File: config.mk
export PLATFORM = sky130hd
export DESIGN_NAME = emst_sqrt
export DESIGN_NICKNAME = d
export VERILOG_FILES = /design/src/hdl/emst_sqrt.sv
export SDC_FILE = /design/constraint.sdc
export NUM_CORES = 1
export LEC_CHECK = 0
export BUFFER_PORTS_ARGS = -buffer_cell sky130_fd_sc_hd__buf_2
export CAP_MARGIN = 5
export CORE_ASPECT_RATIO = 1.2
export CORE_MARGIN = 8
export CORE_UTILIZATION = 25
export CTS_CLUSTER_SIZE = 30
export DETAILED_ROUTE_END_ITERATION = 10
export GPL_TIMING_DRIVEN = 0
export PLACE_DENSITY = 0.39
export SYNTH_ARGS = -nofsm -noshare
export SYNTH_HDL_FRONTEND = slang
export SYNTH_SLANG_ARGS = --single-unit
File: constraint.sdc
create_clock -name clk -period 3.45 [get_ports clk]
set_input_delay 0.1725 -clock clk [delete_from_list [all_inputs] [get_ports clk]]
set_output_delay 0.1725 -clock clk [all_outputs]
set_load 0.005 [all_outputs]
File: src/hdl/emst_sqrt.sv
module emst_sqrt #(
	parameter int SW = 48,
	parameter int RW = 24
) (
	input  logic          clk,
	input  logic          arst_n,
	input  logic          go,
	input  logic [SW-1:0] radicand,
	output logic          done,
	output logic [RW-1:0] root
);
	localparam int CW = $clog2(RW + 1);

	logic [2*RW-1:0] rad_q;
	logic [RW:0]     rem_q;
	logic [RW-1:0]   root_q;
	logic [CW-1:0]   cnt_q;
	logic            done_q;

	logic [RW+2:0] rem_nx;
	logic [RW+2:0] trial;
	logic          ge;

	// one result bit per cycle, restoring
	always_comb begin
		rem_nx = {rem_q, rad_q[2*RW-1 -: 2]};
		trial  = {1'b0, root_q, 2'b01};
		ge     = rem_nx >= trial;
	end

	always_ff @(posedge clk or negedge arst_n) begin
		if (!arst_n) begin
			cnt_q  <= '0;
			done_q <= 1'b0;
		end else begin
			done_q <= 1'b0;
			if (go) begin
				cnt_q <= CW'(RW);
			end else if (cnt_q != '0) begin
				cnt_q <= cnt_q - 1'b1;
				if (cnt_q == CW'(1)) done_q <= 1'b1;
			end
		end
	end

	always_ff @(posedge clk) begin
		if (go) begin
			rad_q  <= (2*RW)'(radicand);
			rem_q  <= '0;
			root_q <= '0;
		end else if (cnt_q != '0) begin
			rad_q  <= rad_q << 2;
			rem_q  <= ge ? (RW+1)'(rem_nx - trial) : rem_nx[RW:0];
			root_q <= {root_q[RW-2:0], ge};
		end
	end

	assign done = done_q;
	assign root = root_q;

endmodule

==> out/qor.csv, run 1 <==
stage;metric;value;unit
timing;FMAX;354;MHz
synth;Post-Syn Area;5670;um^2
floorplanning;die area;27800;um^2
timing;Max Slew Vio Count;0;
global_routing;Congestion Overflow GR;0;
synth;Yosys cell types;58;
critical_path;crit-path max FO;10;
floorplanning;Die Width;153;um
floorplanning;Core ar.;22400;um^2
critical_path;startpoint types;flop;
critical_path;Setup CP Type;flop to flop;
place;IO Port Bufs;74;
power;PwrDens;776;nW/um^2
synth;top cells by area, synth;edfxtp_1 25%, dfxtp_1 17%, mux2_2 9.3%;
place;post-DP HPWL;11.4;mm
synth;sequential cell area fraction in the yosys report;45.4;%
synth;Post-synth EDFFs;48;
synth;share of flip-flops with an asynchronous set or reset;5.83;%
global_routing;largest net degree at the start of global routing;39;
route;DR iter-0 viols;152;
floorplanning;Initial Util;25.3;%
power;Sw Ratio;39.1;%
timing;RSZ-0062 raised after global routing;false;
synth;synth warn;0;
place;placed insts;925;
power;sw power;0.00204;W
global_routing;All-Layer GR Usage;11.0;%
cells_and_area;Synth-to-Final Area Change;18.6;%
global_routing;vias in the first global route;4586;
global_routing;initial antenna violation count;1;
power;combinational share of power;49.1;%
timing;final hold vios;0;
power;Tot Pwr;0.00521;W
synth;Synth area leader;edfxtp_1;
route;antenna-violating nets left;0;
timing;Tcrit/Tclk final;81.8;%
timing;Layout Skew;0.0142;ns
power;leakage power;2.74;nW
place;RD Place Congestion;0.789;
run;MaxCap Viol Count;0;
synth;syn_nets;651;
route;vias per cell;4.66;
cells_and_area;share of layout cells above drive strength 1;23.5;%
synth;proportion of netlist area held by the largest area contributor;25.4;%
run_status;status;finished, final reports clean;
synth;syn avg cell area;9.92;um^2
clock_network;Clock Root Buffer;clkbuf_16;
global_routing;global-route wire length before repair;24.5;mm
clock_network;H-tree levels;3;
min_path;Hold Crit Class;primary input to flop;
timing;Final Setup Violations;0;
route;DR WL/cell;16.1;um
place;Post-Place Worst Slack;0.607;ns
critical_path;Worst Path Required;3.72;ns
timing;slew margin rel.;47.6;%
synth;cell count after synthesis;571;
synth;top_reg_cell synth;dfxtp_1;
clock_network;clk buf depth;2;
clock_network;clock sink total;103;
critical_path;CP arrival;3.10;ns
route;# DRC;0;
route;first-pass iteration count of the detailed router;4;
clock_network;clock-pin transition on the worst setup and hold timing paths;0.08;ns
clock_network;CTS buffer count;9;
cells_and_area;fin nets;738;
floorplanning;IO Count;76;
route;DRT Wirelength;15.2;mm
timing;setup ws final;0.626;ns
power;internal power;0.00318;W
critical_path;crit path capture type;flop;
cells_and_area;antenna cell count;0;
cells_and_area;Layout Cells excl Fill;942;
timing;Final min period;2.82;ns
clock_network;Worst-Skew Late Latency;0.36;ns
clock_network;CTS tree;yes;
power;clock share of power;20.2;%
route;Vias;4389;
floorplanning;Die Y;181;um
power;VDD IR max;0.268;mV
power;Sequential Power Share;30.6;%
floorplanning;Rows;60;
timing;Worst-Margin Slew;0.786;ns
synth;#FFs+latches synth;103;
path summary, 6_finish.rpt:
path / startpoint / to / slack (ns) / cells after the start
worst max-delay path: root[19] / rem_q[18] / 0.63 / 12
worst min-delay path: radicand[0] / rad_q[0] / 0.09 / 2
worst max register to register: root[19] / rem_q[18] / 0.63 / 12
worst min register to register: root[20] / root[20] / 0.49 / 2
max in group asynchronous: arst_n / cnt_q[4] / 3.12 / 2
min in group asynchronous: arst_n / cnt_q[2] / 0.17 / 2
power by group through the flow:
stage / Clock, W / Sequential, W / Combinational [W]
final: 0.00106 / 0.00160 / 0.00256
after global routing: 0.00114 / 0.00163 / 0.00283
after CTS: 0.00110 / 0.00160 / 0.00258
after detailed placement: 0 / 0.00163 / 0.00256
after global placement: 0 / 0.00163 / 0.00256
after floorplan: 0 / 0.00158 / 0.00205
synth_stat cells, drive strengths merged (5+ instances only):
| master | number |
|---|---|
| a211oi | 21 |
| clkbuf | 23 |
| ha | 29 |
| edfxtp | 48 |
| dfrtp | 6 |
| xor2 | 5 |
| xnor2 | 14 |
| nand2 | 73 |
| nor3 | 5 |
| a21oi | 48 |
| o21ai | 19 |
| a21o | 8 |
| inv | 37 |
| buf | 8 |
| nand2b | 5 |
| mux2 | 47 |
| dfxtp | 49 |
| mux2i | 18 |
| nor2 | 46 |
layer usage:
layer  up-vias  share of wire (%)  track usage [%]
met4         2               0.92             2.55
li1       2199                  -                -
met1      2097                 45             13.1
met5         -              0.086                0
met3        12                6.7             4.06
met2        79                 47             18.6
timing repair:
| action | CTS | global route |
|---|---|---|
| buffers inserted | 0 | 0 |
| hold buffers | 1 | 0 |
| endpoints found under the setup margin | 0 | 0 |
| resized for setup | 0 | 0 |
| hold endpoints to repair | 6 | 0 |
layout make-up:
type	instances	area, um^2
Sequential cell	103	2570
Clock inverter	7	73.8
Buffer	31	139
Multi-Input combinational cell	400	2820
Fill cell	2383	15700
Timing Repair Buffer	76	400
Inverter	37	139
Clock buffer	9	225
Tap cell	279	349
through the flow:
| stage | setup TNS (ns) | area [um^2] | hold slack (ns) | util (%) |
|---|---|---|---|---|
| 6_report | 0 | 6720 | 0.0939 | 30.0 |
| 5_1_grt | 0 | 6720 | 0.0977 | 30.0 |
| 4_1_cts | 0 | 6720 | 0.0771 | 30.0 |
| 3_5_place_dp | 0 | 6410 | 0.00656 | 28.6 |
| 3_3_place_gp | -30.06 | 6380 | 0.00421 | 28.5 |
| 2_1_floorplan | 0 | 5670 | -0.123 | - |
worst max-delay path, stage by stage (launching register included):
cell and delay [ns]:
dfxtp_1 0.42, inv_1 0.06, ha_1 0.27, buf_2 0.18
nand4_1 0.20, nor4_2 0.32, nand4_1 0.16, nand3_1 0.13
nor2_1 0.08, a21oi_4 0.23, buf_4 0.25, nand4_1 0.15
a311oi_2 0.28
flip-flops by register name, indices dropped and copies added (netlist names):
| signal | flops |
|---|---|
| done | 1 |
| rem_q | 25 |
| cnt_q | 5 |
| rad_q | 48 |
| root | 24 |
cell usage in the layout (no fill, tap or decap), types with 4 or more instances in the layout:
cell	count
buf_2	77
nand2_1	72
dfxtp_1	49
edfxtp_1	48
mux2_2	47
nor2_1	46
a21oi_1	45
inv_1	37
ha_1	29
clkbuf_1	23
a211oi_1	21
mux2i_1	18
o21ai_0	16
xnor2_1	14
clkbuf_16	9
a21o_1	7
dfrtp_1	6
nor3_1	5
xor2_1	5
and2_1	4
nor2b_1	4
nand4_1	4
nand3_1	4
nand2b_1	4
nand3b_1	4
kinds of logic after synthesis:
family | Yosys count | share of synthesized area [%]
AND/OR/NAND/NOR | 161 | 12.9
flip-flops | 103 | 45.4
XOR/XNOR | 19 | 2.94
multiplexers | 65 | 12.5
AO/OA/AOI/OAI | 126 | 15.0
adder cells (fa/ha/maj) | 29 | 6.40
buffers and inverters | 68 | 4.90
Note: power is estimated with default switching activity, not from simulation.
==> inputs of run 2 (changes only) <==
clock period = 2.6 ns   (was 3.45 ns; I/O delays follow)
==> run 2 against run 1 <==
Net effect: the flow now finishes with violations (setup timing); via count is 3.6% higher; routed wire length grew 5.0%; total power is 55% higher; non-clock buffer count up 26; maximum frequency is 7.3% higher; register-to-register slack worse by 0.66 ns; first-iteration DRC count grew 21%; sequential power up 34%; design area increased by 8.8%; clock skew fell by 0.0073 ns.
==> out/qor.csv, run 2 (synthesis gave the netlist of run 1 again) <==
stage;metric;value;unit
run_status;status;finished, violations left;
run_status;failing checks;setup timing;
cells_and_area;Most flops, register;rad_q;
floorplanning;Die Y;181;um
place;Post-Place Worst Slack;-0.673;ns
clock_network;clock-pin transition on the worst setup and hold timing paths;0.08;ns
global_routing;largest net degree at the start of global routing;49;
clock_network;clk buf depth;2;
cells_and_area;final core area utilization;32.7;%
timing;Tcrit/Tclk final;101;%
place;RD Place Congestion;0.790;
critical_path;Setup CP Type;flop to flop;
critical_path;crit-path max FO;10;
timing;final hold vios;0;
clock_network;H-tree levels;3;
global_routing;Congestion Overflow GR;0;
global_routing;global-route wire length before repair;24.9;mm
floorplanning;Rows;60;
critical_path;CP arrival;2.84;ns
cells_and_area;Largest register FFs;48;
cells_and_area;antenna cell count;0;
cells_and_area;commonest non-fill, non-tap cell in the layout;buf_2;
route;antenna-violating nets left;0;
clock_network;Clock Root Buffer;clkbuf_16;
place;IO Port Bufs;74;
floorplanning;Core ar.;22400;um^2
timing;FMAX;380;MHz
global_routing;vias in the first global route;4697;
route;Vias;4546;
place;placed insts;924;
critical_path;Worst R2R Start;root[20];
min_path;Hold Startpoint;radicand[1];
timing;Final min period;2.63;ns
cells_and_area;most frequent cells in the layout;74 x buf_2, 70 x nand2_1, 48 x edfxtp_1;
timing;setup ws final;-0.0312;ns
critical_path;worst path cell trace;inv_2 -> ha_4 -> buf_6 -> nand4_1 -> nor4_4 -> nand4_1 -> nand3_2 -> nor2_2 -> a21oi_4 -> buf_8 -> mux2i_1 -> a211oi_1;
power;leakage power;2.95;nW
clock_network;clock sink total;103;
critical_path;startpoint types;flop;
critical_path;crit path capture type;flop;
route;DR WL/cell;16.5;um
run;MaxCap Viol Count;0;
critical_path;Critical-path top delay cell;dfxtp_2;
critical_path;Reg2Reg Setup Slack;-0.03;ns
cells_and_area;Layout Cells excl Fill;968;
power;VDD IR max;0.377;mV
global_routing;initial antenna violation count;2;
critical_path;CP max stage delay;0.35;ns
timing;Max Slew Vio Count;0;
min_path;hold depth;2;
clock_network;Worst-Skew Late Latency;0.36;ns
critical_path;RR Endpoint;rem_q[7];
timing;Worst-Margin Slew;0.676;ns
timing;hold slack;0.0598;ns
critical_path;most frequent CP cell;nand4_1;
cells_and_area;share of layout cells above drive strength 1;34.8;%
timing;slew margin rel.;54.9;%
floorplanning;IO Count;76;
min_path;Hold Crit Class;primary input to flop;
min_path;hold endpoint;rad_q[1];
floorplanning;Die Width;153;um
cells_and_area;fin nets;764;
route;DR iter-0 viols;184;
timing;Final Setup Violations;3;
place;post-DP HPWL;11.4;mm
timing;Layout Skew;0.00689;ns
timing;RSZ-0062 raised after global routing;true;
route;first-pass iteration count of the detailed router;4;
clock_network;CTS buffer count;9;
floorplanning;Initial Util;25.3;%
global_routing;All-Layer GR Usage;11.3;%
cells_and_area;Synth-to-Final Area Change;29.0;%
critical_path;Worst Path Required;2.81;ns
route;# DRC;0;
clock_network;CTS tree;yes;
floorplanning;die area;27800;um^2
critical_path;R2R cell count;12;
route;vias per cell;4.70;
power;PwrDens;1110;nW/um^2
route;DRT Wirelength;15.9;mm
run 2: critical path: cells and delay by family (launching register included):
family	cells	cell delay, ns
flops	1	0.35
simple gates	5	0.85
compound gates	2	0.40
mux	1	0.25
fa+ha+maj	1	0.26
buf+inv	3	0.36
run 2: how the worst max path moves through the flow:
stage | from | end | slack, ns | cells after the start
2_1_floorplan | root[10] | rem_q[17] | 0.18 | 10
6_report | root[20] | rem_q[7] | -0.03 | 12
4_1_cts | root[18] | rem_q[7] | -0.02 | 11
5_1_grt | root[20] | rem_q[7] | -0.19 | 12
3_5_place_dp | cnt_q[0] | rad_q[19] | -0.67 | 6
3_3_place_gp | cnt_q[0] | rad_q[16] | -0.67 | 6
run 2: repair_timing:
| action | 4_1_cts | 5_1_grt |
|---|---|---|
| pin swaps | 1 | 25 |
| endpoints found under the setup margin | 73 | 74 |
| endpoints found under the hold margin | 6 | 0 |
| hold buffers | 1 | 0 |
| buffers inserted | 5 | 22 |
| resized for setup | 21 | 65 |
| cloned | 0 | 1 |
run 2: cell type report:
type,instances,area (um^2)
plain buffers,30,173
clock buffers,9,225
clock inverters,7,109
fillers,2330,15100
inverters,37,139
multi-input cells,400,3100
flip-flops and latches,103,2600
well taps,279,349
repair buffers,103,621
run 2: where the power goes:
group,internal (W),switching (W),total [W],leakage (nW)
clock,0.000869,0.000702,0.00157,0.164
sequential,0.00196,0.000189,0.00215,0.994
combinational,0.00228,0.00210,0.00439,1.79
total,0.00512,0.00299,0.00811,2.95
run 2: metal layers:
layer / global-route usage (%) / share of wire [%]
met4: 3.57 / 1.4
met2: 19.2 / 49
met3: 3.94 / 6.0
met1: 13.2 / 44
met5: 0 / 0.14
run 2: stage by stage:
step	area [um^2]	total power (W)	TNS, ns
final	7310	0.00811	-0.0691
after global routing	7310	0.00864	-3.55
after detailed placement	6390	0.00555	-33.89
after CTS	6850	0.00741	-0.0603
after floorplan	5670	0.00482	0
after global placement	6390	0.00555	-33.42
